===== src/rtl/sfp_pkg.sv =====
`default_nettype none
package sfp_pkg;

  localparam int WS_DEPTH = 8;
  localparam int WS_IDX_W = (WS_DEPTH > 1) ? $clog2(WS_DEPTH) : 1;
  localparam int WS_CNT_W = $clog2(WS_DEPTH + 1);
  localparam int NUM_CMDS = 12;

  localparam logic [2:0] ST_CMD  = 3'd0;
  localparam logic [2:0] ST_KEY  = 3'd1;
  localparam logic [2:0] ST_VAL  = 3'd2;
  localparam logic [2:0] ST_PAY  = 3'd3;
  localparam logic [2:0] ST_DROP = 3'd4;

  localparam logic [1:0] KIND_NONE = 2'd0;
  localparam logic [1:0] KIND_KEY  = 2'd1;
  localparam logic [1:0] KIND_VAL  = 2'd2;
  localparam logic [1:0] KIND_PAY  = 2'd3;

  localparam logic [2:0] ERR_NONE    = 3'd0;
  localparam logic [2:0] ERR_CMD_FMT = 3'd1;
  localparam logic [2:0] ERR_UNKNOWN = 3'd2;
  localparam logic [2:0] ERR_HEADER  = 3'd3;
  localparam logic [2:0] ERR_WS_OVF  = 3'd4;

  localparam logic [7:0] CH_NUL   = 8'h00;
  localparam logic [7:0] CH_LF    = 8'h0A;
  localparam logic [7:0] CH_SPACE = 8'h20;
  localparam logic [7:0] CH_COLON = 8'h3A;

  typedef struct packed {
    logic [7:0] out_byte;
    logic       byte_valid;
    logic [1:0] field_kind;
    logic       field_end;
    logic       command_done;
    logic [3:0] command_code;
    logic [2:0] error_code;
    logic       frame_done;
    logic       last;
  } result_t;

  function automatic logic is_ws(input logic [7:0] c);
    return c == 8'h20 || c == 8'h09 || c == 8'h0A || c == 8'h0B ||
           c == 8'h0C || c == 8'h0D;
  endfunction

  function automatic logic [3:0] cmd_len(input logic [3:0] i);
    case (i)
      4'd0: return 4'd7;
      4'd1: return 4'd9;
      4'd2: return 4'd10;
      4'd3: return 4'd4;
      4'd4: return 4'd9;
      4'd5: return 4'd11;
      4'd6: return 4'd5;
      4'd7: return 4'd6;
      4'd8: return 4'd5;
      4'd9: return 4'd3;
      4'd10: return 4'd4;
      4'd11: return 4'd5;
      default: return 4'd0;
    endcase
  endfunction

  // Character of command word i at position p (NUL past the end).
  function automatic logic [7:0] cmd_char(input logic [3:0] i, input logic [3:0] p);
    logic [87:0] w;
    case (i)
      4'd0: w = {"CONNECT", 32'h0};
      4'd1: w = {"CONNECTED", 16'h0};
      4'd2: w = {"DISCONNECT", 8'h0};
      4'd3: w = {"SEND", 56'h0};
      4'd4: w = {"SUBSCRIBE", 16'h0};
      4'd5: w = "UNSUBSCRIBE";
      4'd6: w = {"BEGIN", 48'h0};
      4'd7: w = {"COMMIT", 40'h0};
      4'd8: w = {"ABORT", 48'h0};
      4'd9: w = {"ACK", 64'h0};
      4'd10: w = {"NACK", 56'h0};
      4'd11: w = {"ERROR", 48'h0};
      default: w = '0;
    endcase
    if (p > 4'd10) return 8'h00;
    return w[8'd87 - {p, 3'b000} -: 8];
  endfunction

  typedef struct packed {
    logic [7:0] c;
    logic       fend;
  } dp_cmd_t;

endpackage
`default_nettype wire


===== src/rtl/sfp_stream_if.sv =====
`default_nettype none
interface sfp_stream_if #(parameter type payload_t = logic [8:0]);
  logic     valid;
  logic     ready;
  payload_t data;
  modport source (output valid, output data, input ready);
  modport sink (input valid, input data, output ready);
endinterface
`default_nettype wire


===== src/rtl/stomp_frame_parser_top.sv =====
`default_nettype none
// STOMP frame parser.
// The in channel carries one frame byte per transfer with frame_end on the
// last byte. The out channel carries result records: key, value and
// payload bytes with kind tags, field end marks, the command verdict with
// its code, the sticky error code, frame_done and last per input byte.
// Each accepted byte yields zero, one or two results plus any held
// trailing whitespace that a following non-whitespace byte releases.
// A byte that owes a single output cycle lets the next byte transfer in
// the same cycle as its result, so while the receiver is ready such
// bytes sustain one byte per cycle. A byte that owes more output cycles
// (N released whitespace bytes plus its own results) holds off the next
// byte until after its last result has transferred. The first result of
// a byte appears in the cycle after the byte transfers, from the result
// register in the datapath.
// Reset (synchronous, rst high) returns the parser to the command stage
// and empties the result queue. When the receiver stalls, the current
// result holds on the out channel and no new byte is accepted.
// Errors drop the rest of the frame; the frame still closes on frame_end.
module stomp_frame_parser_top (
  input wire logic clk,
  input wire logic rst,
  sfp_stream_if.sink   in_ch,
  sfp_stream_if.source out_ch
);
  import sfp_pkg::*;

  logic take, busy;

  sfp_ctrl u_ctrl (
    .clk(clk), .rst(rst), .in_valid(in_ch.valid), .in_ready(in_ch.ready),
    .take(take), .flush_more(busy)
  );

  sfp_datapath u_dp (
    .clk(clk), .rst(rst), .take(take),
    .data_byte(in_ch.data[8:1]), .frame_end(in_ch.data[0]),
    .busy(busy), .res(out_ch)
  );
endmodule
`default_nettype wire


===== src/rtl/sfp_ctrl.sv =====
`default_nettype none
// Controller: sequences one accepted byte, then walks out its results
// (held whitespace first, then the byte's own results) one per cycle when not stalled.
module sfp_ctrl (
  input  wire logic clk,
  input  wire logic rst,
  input  wire logic in_valid,
  output logic      in_ready,
  output logic      take,
  input  wire logic flush_more
);
  import sfp_pkg::*;

  localparam logic [0:0] S_IDLE  = 1'b0;
  localparam logic [0:0] S_FLUSH = 1'b1;

  logic [0:0] state, state_next;

  always_comb begin
    state_next = state;
    in_ready   = 1'b0;
    take       = 1'b0;
    case (state)
      S_IDLE: begin
        in_ready = !flush_more;
        take     = in_valid && !flush_more;
        if (flush_more) begin
          state_next = S_FLUSH;
        end
      end
      S_FLUSH: begin
        if (!flush_more) begin
          state_next = S_IDLE;
        end
      end
      default: state_next = S_IDLE;
    endcase
  end

  always_ff @(posedge clk) begin
    if (rst) begin
      state <= S_IDLE;
    end else begin
      state <= state_next;
    end
  end
endmodule
`default_nettype wire


===== src/rtl/sfp_datapath.sv =====
`default_nettype none
// Datapath: parse state, whitespace buffer and the output queue. Each
// byte produces at most two results besides the held whitespace: those
// go to a two-entry result queue, and held bytes drain ahead of them.
module sfp_datapath (
  input  wire logic           clk,
  input  wire logic           rst,
  input  wire logic           take,
  input  wire logic [7:0]     data_byte,
  input  wire logic           frame_end,
  output logic                busy,
  sfp_stream_if.source        res
);
  import sfp_pkg::*;

  logic [2:0]             stage;
  logic [NUM_CMDS-1:0]    cmask;
  logic [3:0]             cidx;
  logic                   f_any, f_started;
  logic [7:0]             ws_mem [WS_DEPTH];
  logic [WS_CNT_W-1:0]    pcount;
  logic [2:0]             serr;

  // Output sequence: drain count of held bytes, then up to two queued results.
  logic [WS_CNT_W-1:0]    drain_n, drain_i;
  logic [1:0]             kind_q;
  result_t                q0, q1;
  logic [1:0]             qn;
  logic                   q_any;

  // Combinational evaluation of one byte.
  logic [2:0]          stage_n, err_n;
  logic [NUM_CMDS-1:0] cmask_n;
  logic [3:0]          cidx_n;
  logic                any_n, st_n, wr_ws;
  logic [WS_CNT_W-1:0] pc_n, dn_n;
  result_t             r0, r1;
  logic [1:0]          rn;
  logic [1:0]          fkind;
  logic                hit;
  logic [3:0]          hit_i;
  logic                ecl;

  function automatic result_t mk(input logic [7:0] b, input logic v, input logic [1:0] k,
                                 input logic fe, input logic cd, input logic [3:0] cc,
                                 input logic [2:0] e);
    result_t r;
    r = '0;
    r.out_byte = b; r.byte_valid = v; r.field_kind = k; r.field_end = fe;
    r.command_done = cd; r.command_code = cc; r.error_code = e;
    return r;
  endfunction

  always_comb begin
    logic c_ws;
    logic [2:0] st;
    c_ws = is_ws(data_byte);
    stage_n = stage; cmask_n = cmask; cidx_n = cidx; any_n = f_any; st_n = f_started;
    pc_n = pcount; err_n = serr; wr_ws = 1'b0; dn_n = '0;
    r0 = '0; r1 = '0; rn = 2'd0; fkind = KIND_NONE; hit = 1'b0; hit_i = '0; ecl = 1'b0;
    case (stage)
      ST_CMD: begin
        if (data_byte == CH_NUL || data_byte == CH_SPACE) begin
          err_n = ERR_CMD_FMT; stage_n = ST_DROP; pc_n = '0;
          r0 = mk(8'h0, 1'b0, KIND_NONE, 1'b0, 1'b1, 4'd0, err_n); rn = 2'd1;
        end else if (data_byte == CH_LF) begin
          ecl = 1'b1;
        end else if (c_ws) begin
          if (f_any) st_n = 1'b1;
        end else begin
          if (f_started) cmask_n = '0;
          for (int i = 0; i < NUM_CMDS; i++) begin
            if (cidx >= cmd_len(4'(i)) || cmd_char(4'(i), cidx) != data_byte)
              cmask_n[i] = 1'b0;
          end
          if (cidx < 4'd15) cidx_n = cidx + 4'd1;
          any_n = 1'b1;
        end
      end
      ST_KEY, ST_VAL: begin
        fkind = (stage == ST_KEY) ? KIND_KEY : KIND_VAL;
        if (data_byte == CH_NUL) begin
          err_n = ERR_HEADER; stage_n = ST_DROP; pc_n = '0;
          r0 = mk(8'h0, 1'b0, KIND_NONE, 1'b0, 1'b0, 4'd0, err_n); rn = 2'd1;
        end else if (data_byte == CH_LF) begin
          ecl = 1'b1;
        end else if (stage == ST_KEY && data_byte == CH_COLON) begin
          pc_n = '0; stage_n = ST_VAL; any_n = 1'b0; st_n = 1'b0;
          r0 = mk(8'h0, 1'b0, KIND_KEY, 1'b1, 1'b0, 4'd0, serr); rn = 2'd1;
        end else begin
          any_n = 1'b1;
          if (c_ws) begin
            if (f_started) begin
              if (pcount >= WS_CNT_W'(WS_DEPTH)) begin
                err_n = ERR_WS_OVF; stage_n = ST_DROP; pc_n = '0;
                r0 = mk(8'h0, 1'b0, KIND_NONE, 1'b0, 1'b0, 4'd0, err_n); rn = 2'd1;
              end else begin
                wr_ws = 1'b1; pc_n = pcount + 1'b1;
              end
            end
          end else begin
            dn_n = pcount; pc_n = '0; st_n = 1'b1;
            r0 = mk(data_byte, 1'b1, fkind, 1'b0, 1'b0, 4'd0, serr); rn = 2'd1;
          end
        end
      end
      ST_PAY: begin
        r0 = mk(data_byte, 1'b1, KIND_PAY, 1'b0, 1'b0, 4'd0, serr); rn = 2'd1;
      end
      default: stage_n = ST_DROP;
    endcase

    // Frame end closes an open command or header line like a line feed.
    st = stage_n;
    if (frame_end && (st == ST_CMD || st == ST_VAL || (st == ST_KEY && any_n)))
      ecl = 1'b1;

    if (ecl) begin
      if (st == ST_CMD) begin
        for (int i = NUM_CMDS - 1; i >= 0; i--) begin
          if (cmask_n[i] && cmd_len(4'(i)) == cidx_n) begin
            hit = 1'b1; hit_i = 4'(i);
          end
        end
        if (hit) begin
          stage_n = ST_KEY; any_n = 1'b0; st_n = 1'b0; pc_n = '0;
          r1 = mk(8'h0, 1'b0, KIND_NONE, 1'b0, 1'b1, hit_i, err_n);
        end else begin
          err_n = ERR_UNKNOWN; stage_n = ST_DROP; pc_n = '0;
          r1 = mk(8'h0, 1'b0, KIND_NONE, 1'b0, 1'b1, 4'd0, err_n);
        end
      end else if (st == ST_KEY) begin
        if (any_n) begin
          err_n = ERR_HEADER; stage_n = ST_DROP; pc_n = '0;
          r1 = mk(8'h0, 1'b0, KIND_NONE, 1'b0, 1'b0, 4'd0, err_n);
        end else begin
          stage_n = ST_PAY;
        end
      end else if (st == ST_VAL) begin
        if (!any_n) begin
          err_n = ERR_HEADER; stage_n = ST_DROP; pc_n = '0;
          r1 = mk(8'h0, 1'b0, KIND_NONE, 1'b0, 1'b0, 4'd0, err_n);
        end else begin
          pc_n = '0; stage_n = ST_KEY; any_n = 1'b0; st_n = 1'b0;
          r1 = mk(8'h0, 1'b0, KIND_VAL, 1'b1, 1'b0, 4'd0, err_n);
        end
      end
      if (r1.command_done || r1.field_end || r1.error_code != err_n ||
          (st != ST_PAY && stage_n == ST_DROP) || (st == ST_VAL)) begin
        if (!(st == ST_KEY && !any_n)) begin
          if (rn == 2'd0) begin r0 = r1; rn = 2'd1; end
          else begin rn = 2'd2; end
        end
      end
    end

    if (frame_end) begin
      if (rn == 2'd0 && dn_n == '0) begin
        r0 = mk(8'h0, 1'b0, KIND_NONE, 1'b0, 1'b0, 4'd0, err_n); rn = 2'd1;
      end
      if (rn == 2'd2) begin r1.error_code = err_n; r1.frame_done = 1'b1; end
      else begin r0.error_code = err_n; r0.frame_done = 1'b1; end
    end
    if (rn == 2'd2) r1.last = 1'b1;
    else r0.last = 1'b1;
  end

  assign q_any = (drain_i != drain_n) || (qn != 2'd0);
  assign busy  = q_any && !(res.ready && drain_i == drain_n && qn == 2'd1);

  always_comb begin
    res.valid = q_any;
    if (drain_i != drain_n) begin
      res.data = mk(ws_mem[drain_i[WS_IDX_W-1:0]], 1'b1, kind_q, 1'b0, 1'b0, 4'd0, q0.error_code);
    end else begin
      res.data = q0;
    end
  end

  always_ff @(posedge clk) begin
    if (wr_ws && take) ws_mem[pcount[WS_IDX_W-1:0]] <= data_byte;
    if (rst) begin
      stage <= ST_CMD; cmask <= '1; cidx <= '0; f_any <= 1'b0; f_started <= 1'b0;
      pcount <= '0; serr <= ERR_NONE; drain_n <= '0; drain_i <= '0; qn <= 2'd0;
      kind_q <= KIND_NONE;
    end else begin
      // A byte is taken only when the queue is empty or its last entry is
      // leaving, so loading the queue replaces the pop.
      if (take) begin
        drain_i <= '0; drain_n <= dn_n; kind_q <= fkind; q0 <= r0; q1 <= r1; qn <= rn;
        if (frame_end) begin
          stage <= ST_CMD; cmask <= '1; cidx <= '0; f_any <= 1'b0; f_started <= 1'b0;
          pcount <= '0; serr <= ERR_NONE;
        end else begin
          stage <= stage_n; cmask <= cmask_n; cidx <= cidx_n; f_any <= any_n;
          f_started <= st_n; pcount <= pc_n; serr <= err_n;
        end
      end else if (res.valid && res.ready) begin
        if (drain_i != drain_n) drain_i <= drain_i + 1'b1;
        else begin q0 <= q1; qn <= qn - 2'd1; end
      end
    end
  end
endmodule
`default_nettype wire


===== src/flat_wrapper.sv =====
// flat-port wrapper written by rule: the top's interface ports become plain ports
module stomp_frame_parser_top_flat import sfp_pkg::*;
  (clk, rst, in_ch_valid, in_ch_data, in_ch_ready, out_ch_valid, out_ch_data, out_ch_ready);
  sfp_stream_if #(.payload_t(dp_cmd_t)) in_ch_i ();
  sfp_stream_if #(.payload_t(result_t)) out_ch_i ();
  input wire logic clk;
  input wire logic rst;
  input wire logic [$bits(in_ch_i.valid)-1:0] in_ch_valid;
  input wire logic [$bits(in_ch_i.data)-1:0] in_ch_data;
  output wire logic [$bits(in_ch_i.ready)-1:0] in_ch_ready;
  output wire logic [$bits(out_ch_i.valid)-1:0] out_ch_valid;
  output wire logic [$bits(out_ch_i.data)-1:0] out_ch_data;
  input wire logic [$bits(out_ch_i.ready)-1:0] out_ch_ready;
  assign in_ch_i.valid = in_ch_valid;
  assign in_ch_i.data = in_ch_data;
  assign in_ch_ready = in_ch_i.ready;
  assign out_ch_valid = out_ch_i.valid;
  assign out_ch_data = out_ch_i.data;
  assign out_ch_i.ready = out_ch_ready;
  stomp_frame_parser_top u_core (.clk(clk), .rst(rst), .in_ch(in_ch_i), .out_ch(out_ch_i));
endmodule

===== config.mk =====
export PLATFORM = sky130hd
export DESIGN_NAME = stomp_frame_parser_top_flat
export DESIGN_NICKNAME = d
export VERILOG_FILES = /design/src/rtl/sfp_pkg.sv /design/src/rtl/sfp_stream_if.sv /design/src/rtl/stomp_frame_parser_top.sv /design/src/rtl/sfp_ctrl.sv /design/src/rtl/sfp_datapath.sv /design/src/flat_wrapper.sv
export SDC_FILE = /design/constraint.sdc
export NUM_CORES = 1
export LEC_CHECK = 0
export BUFFER_PORTS_ARGS = -buffer_cell sky130_fd_sc_hd__clkbuf_2
export CAP_MARGIN = 25
export CORE_MARGIN = 2
export CORE_UTILIZATION = 57
export CTS_CLUSTER_SIZE = 20
export DETAILED_ROUTE_END_ITERATION = 10
export PLACE_DENSITY = 0.77
export SLEW_MARGIN = 10
export SYNTH_ARGS = -nofsm -noshare
export SYNTH_HDL_FRONTEND = slang
export SYNTH_HIERARCHICAL = 1
export SYNTH_SLANG_ARGS = --single-unit

===== constraint.sdc =====
create_clock -name clk -period 3.9 [get_ports clk]
set_input_delay 0 -clock clk [delete_from_list [all_inputs] [get_ports clk]]
set_output_delay 0 -clock clk [all_outputs]
set_load 0.1 [all_outputs]

==> qor.yml <==
post-route-period-util: 0.980
crit_chain: "ha_1, buf_4, or2_4, o21ai_2, buf_4, o21ai_1, a31o_2, xnor2_1, o211ai_1, or4_1, o211ai_2, a211o_4, nor2_1, a211o_1, o32ai_1"
power_frac_comb: 0.350
ioPinCount: 37
synth_top_area_frac: 0.315
avgRoutedWirePerCell_um: 20.7
fmax_mhz: 262
cts_max_level: 4
via_count: 8253
fp.dieW_um: 131
synth-xor-area-share: 0.0426
synth.largest_area_cell: "edfxtp_1"
syn_area_um2: 9250
synth_ff_type: "edfxtp_1"
clock_sinks: 141
final.setup_skew_ns: 0.00985
leakagePower_nw: 4.05
firstDrtPassIters: 5
hold_path.startpoint: "in_ch_data[6]"
fp.coreArea_um2: 15900
grt_antenna_before_repair: 0
setup_tns_ns: 0
cts_tree: "built"
finalCriticalPeriod_ns: 3.82
cpMostUsedCell: "buf_4"
whs_endpoint: "u_core/u_dp/ws_mem[5][5]$_DFFE_PP_"
clockPowerShare: 0.315
arrival_ns: 4.07
synth_top_family_by_area: "compound AO/OA/AOI/OAI gates"
grt_start_max_net_pins: 31
seqPwrFrac: 0.335
drtIter0Drc: 902
drc: 0
first_global_vias: 7863
finalHoldViolations: 0
tightest_slew_ns: 0.879
fin_nets: 1091
synth.avg_cell_area_um2: 9.47
ys_seq_area_frac: 0.410
holdPathStages: 1
grt_pass1_wl_um: 42400
gr-usage-all-layers: 0.312
cp_max_fo: 13
synth_compound_area_frac: 0.213
r2r_start: "u_core/u_dp/cidx[0]$_SDFFE_PP0P_"
num_rows: 46
postRouteAntennaNets: 0
synth.distinct_cells: 97
overflow: 0
n_antenna_cell: 0
power.density_nw_per_um2: 484
synth_edf_count: 97
drive_above_1_share: 0.235
cts_buffers: 17
syn_nets: 1007
finalMaxSlewViolations: 0
switching_share: 0.373
clk_path_buf_depth: 2
hold_path.class: "input port to flip-flop"
die_h_um: 131
cp_slowest_cell: "or4_1"
power_switching_w: 0.00197
syn2layout_area_growth_pct: 18.2
critical_path_class: "flip-flop to flip-flop"
timing.hold.ws_ns: 0.0296
ys_warn_count: 6
worst_setup_hold_path_clk_slew_ns: 0.06
synthMuxAreaShare: 0.0671
setup_viol: 0
ir_drop_mv: 0.450
reg2reg_depth: 15
maxCapViolations: 0
port_buffers: 36
clock_latency_ns: 0.42
hpwl_um: 19000
ys_async_sr_fraction: 0
synthCells: 977
reg2reg_setup_slack_ns: 0.08
synth_seq_cells: 141
routabilityCongestion: 1.10
die_area_um2: 17300
intPower_w: 0.00332
synthSimpleGateAreaFrac: 0.196
fillers: 1231
start_util: 0.582
routed_via_density: 6.40
cp-start-kind: "flip-flop"
clockRootBuffer: "clkbuf_16"
drt-total-wl_um: 26700
synth_fa_ha_area_frac: 0.0230
crit_path_max_incr_delay_ns: 0.54
status: "finished clean"
synthTopCellsByArea: "edfxtp_1 31%, dfxtp_1 9.5%, nand2_1 4.1%"
r2r-end: "u_core/u_dp/q0[5]$_DFFE_PP_"
timing.slew.headroom: 0.412
crit_path_end_kind: "flip-flop"
cp.required_ns: 4.14
-- stage by stage --
stage	utilization	setup slack, ns	total power (W)	instances	area, µm²
2_1_floorplan	-	0.00459	0.00307	977	9260
3_3_place_gp	0.636	-0.00316	0.00354	1249	10100
3_5_place_dp	0.636	-0.0846	0.00355	1249	10100
4_1_cts	0.677	0.00859	0.00523	1283	10800
5_1_grt	0.688	-0.0263	0.00550	1290	10900
6_report	0.688	0.0796	0.00529	1290	10900
-- cells in the mapped netlist, types with 4 or more instances --
cell type	instances
a211o_1	4
a211oi_1	13
a21o_1	7
a21oi_1	52
a221oi_1	5
a22o_1	7
a31oi_1	13
a32o_1	4
and2_1	21
and3_1	12
buf_1	4
buf_2	22
buf_4	4
clkbuf_1	37
dfxtp_1	44
edfxtp_1	97
ha_1	17
inv_1	28
mux2_2	6
mux2i_1	17
mux4_2	16
nand2_1	101
nand2b_1	22
nand3_1	31
nand4_1	10
nor2_1	77
nor2b_1	11
nor3_1	21
nor4_1	6
nor4b_1	5
o211ai_1	10
o21ai_0	74
o21ai_1	5
o22ai_1	10
o31ai_1	12
o32ai_1	7
o41ai_1	4
or2_2	5
or3_1	9
xnor2_1	28
xor2_1	12
-- worst max-delay path: cells and delay by family (launching register included) --
kind / cells / cell delay [ns]
compound gates: 8 / 1.68
simple gates: 3 / 0.86
buf+inv: 2 / 0.40
flops: 1 / 0.34
fa+ha+maj: 1 / 0.22
xor+xnor: 1 / 0.15
-- timing repair --
item,CTS,global route
hold buffers,2,0
pin swaps,1,11
setup endpoints to repair,9,18
gates resized for setup,5,31
endpoints found under the hold margin,12,0
buffers inserted,0,7
-- cells in the final DEF (no fill, tap or decap), drive strengths merged, types with 13 or more instances in the layout --
master / netlist / final
a211oi: 14 / 14
a21oi: 57 / 57
a31oi: 14 / 14
and2: 21 / 21
buf: 33 / 97
clkbuf: 37 / 53
dfxtp: 44 / 44
edfxtp: 97 / 97
ha: 17 / 17
inv: 30 / 35
mux2i: 17 / 17
mux4: 16 / 16
nand2: 101 / 101
nand2b: 24 / 24
nand3: 31 / 31
nor2: 77 / 77
nor3: 22 / 22
o21ai: 81 / 81
xnor2: 29 / 29
xor2: 13 / 13
-- layer usage --
layer | vias to the layer above | part of all wire | track usage
li1 | 3809 | - | -
met1 | 3957 | 0.41 | 0.414
met2 | 420 | 0.47 | 0.504
met3 | 67 | 0.076 | 0.0602
met4 | 0 | 0.036 | 0.126
met5 | - | 0 | 0
-- layout make-up --
type / instances / area (µm²) / area share
repair buffers: 135 / 961 / 0.0879
well taps: 216 / 270 / 0.0247
flip-flops and latches: 141 / 3800 / 0.347
clock buffers: 17 / 425 / 0.0389
multi-input cells: 734 / 5170 / 0.473
clock inverters: 15 / 186 / 0.0171
inverters: 32 / 120 / 0.0110
-- flip-flops by register name (all words and copies together), names as in the netlist, named ones only --
register,cells
u_core/u_dp/ws_mem,64
u_core/u_dp/q0,22
u_core/u_dp/cmask,12
u_core/u_dp/q1,11
u_core/u_dp/cidx,4
u_core/u_dp/drain_i,4
u_core/u_dp/drain_n,4
u_core/u_dp/pcount,4
u_core/u_dp/serr,3
u_core/u_dp/stage,3
u_core/u_dp/kind_q,2
u_core/u_dp/qn,2
u_core/u_ctrl/state,1
u_core/u_dp/f_any,1
u_core/u_dp/f_started,1
-- how the worst max path moves through the flow --
stage,startpoint,to,slack (ns),depth (start not counted)
3_5_place_dp,u_core/u_dp/cidx[1]$_SDFFE_PP0P_,u_core/u_dp/q0[6]$_DFFE_PP_,-0.08,14
4_1_cts,u_core/u_dp/cidx[0]$_SDFFE_PP0P_,u_core/u_dp/q0[6]$_DFFE_PP_,0.009,16
5_1_grt,u_core/u_dp/cidx[0]$_SDFFE_PP0P_,u_core/u_dp/q0[4]$_DFFE_PP_,-0.03,15
3_3_place_gp,u_core/u_dp/cidx[1]$_SDFFE_PP0P_,u_core/u_dp/q0[4]$_DFFE_PP_,-0.003,15
2_1_floorplan,u_core/u_dp/cidx[1]$_SDFFE_PP0P_,u_core/u_dp/q0[4]$_DFFE_PP_,0.005,16
6_report,u_core/u_dp/cidx[0]$_SDFFE_PP0P_,u_core/u_dp/q0[5]$_DFFE_PP_,0.08,15
-- cell families (layout without fill, tap and decap cells) --
group,count (synthesis),after routing
simple gates,356,356
xor+xnor,42,42
compound gates,278,278
buf+inv,102,199
fa+ha+maj,17,17
flops,141,141
mux,41,41
-- power groups by stage --
stage | sequential [W] | combinational, W | clock, W
after floorplan | 0.00178 | 0.00128 | 0
after global placement | 0.00180 | 0.00175 | 0
after detailed placement | 0.00180 | 0.00175 | 0
after CTS | 0.00177 | 0.00177 | 0.00169
after global routing | 0.00178 | 0.00197 | 0.00175
final | 0.00177 | 0.00185 | 0.00167
Power figures use the tool's default switching activity.
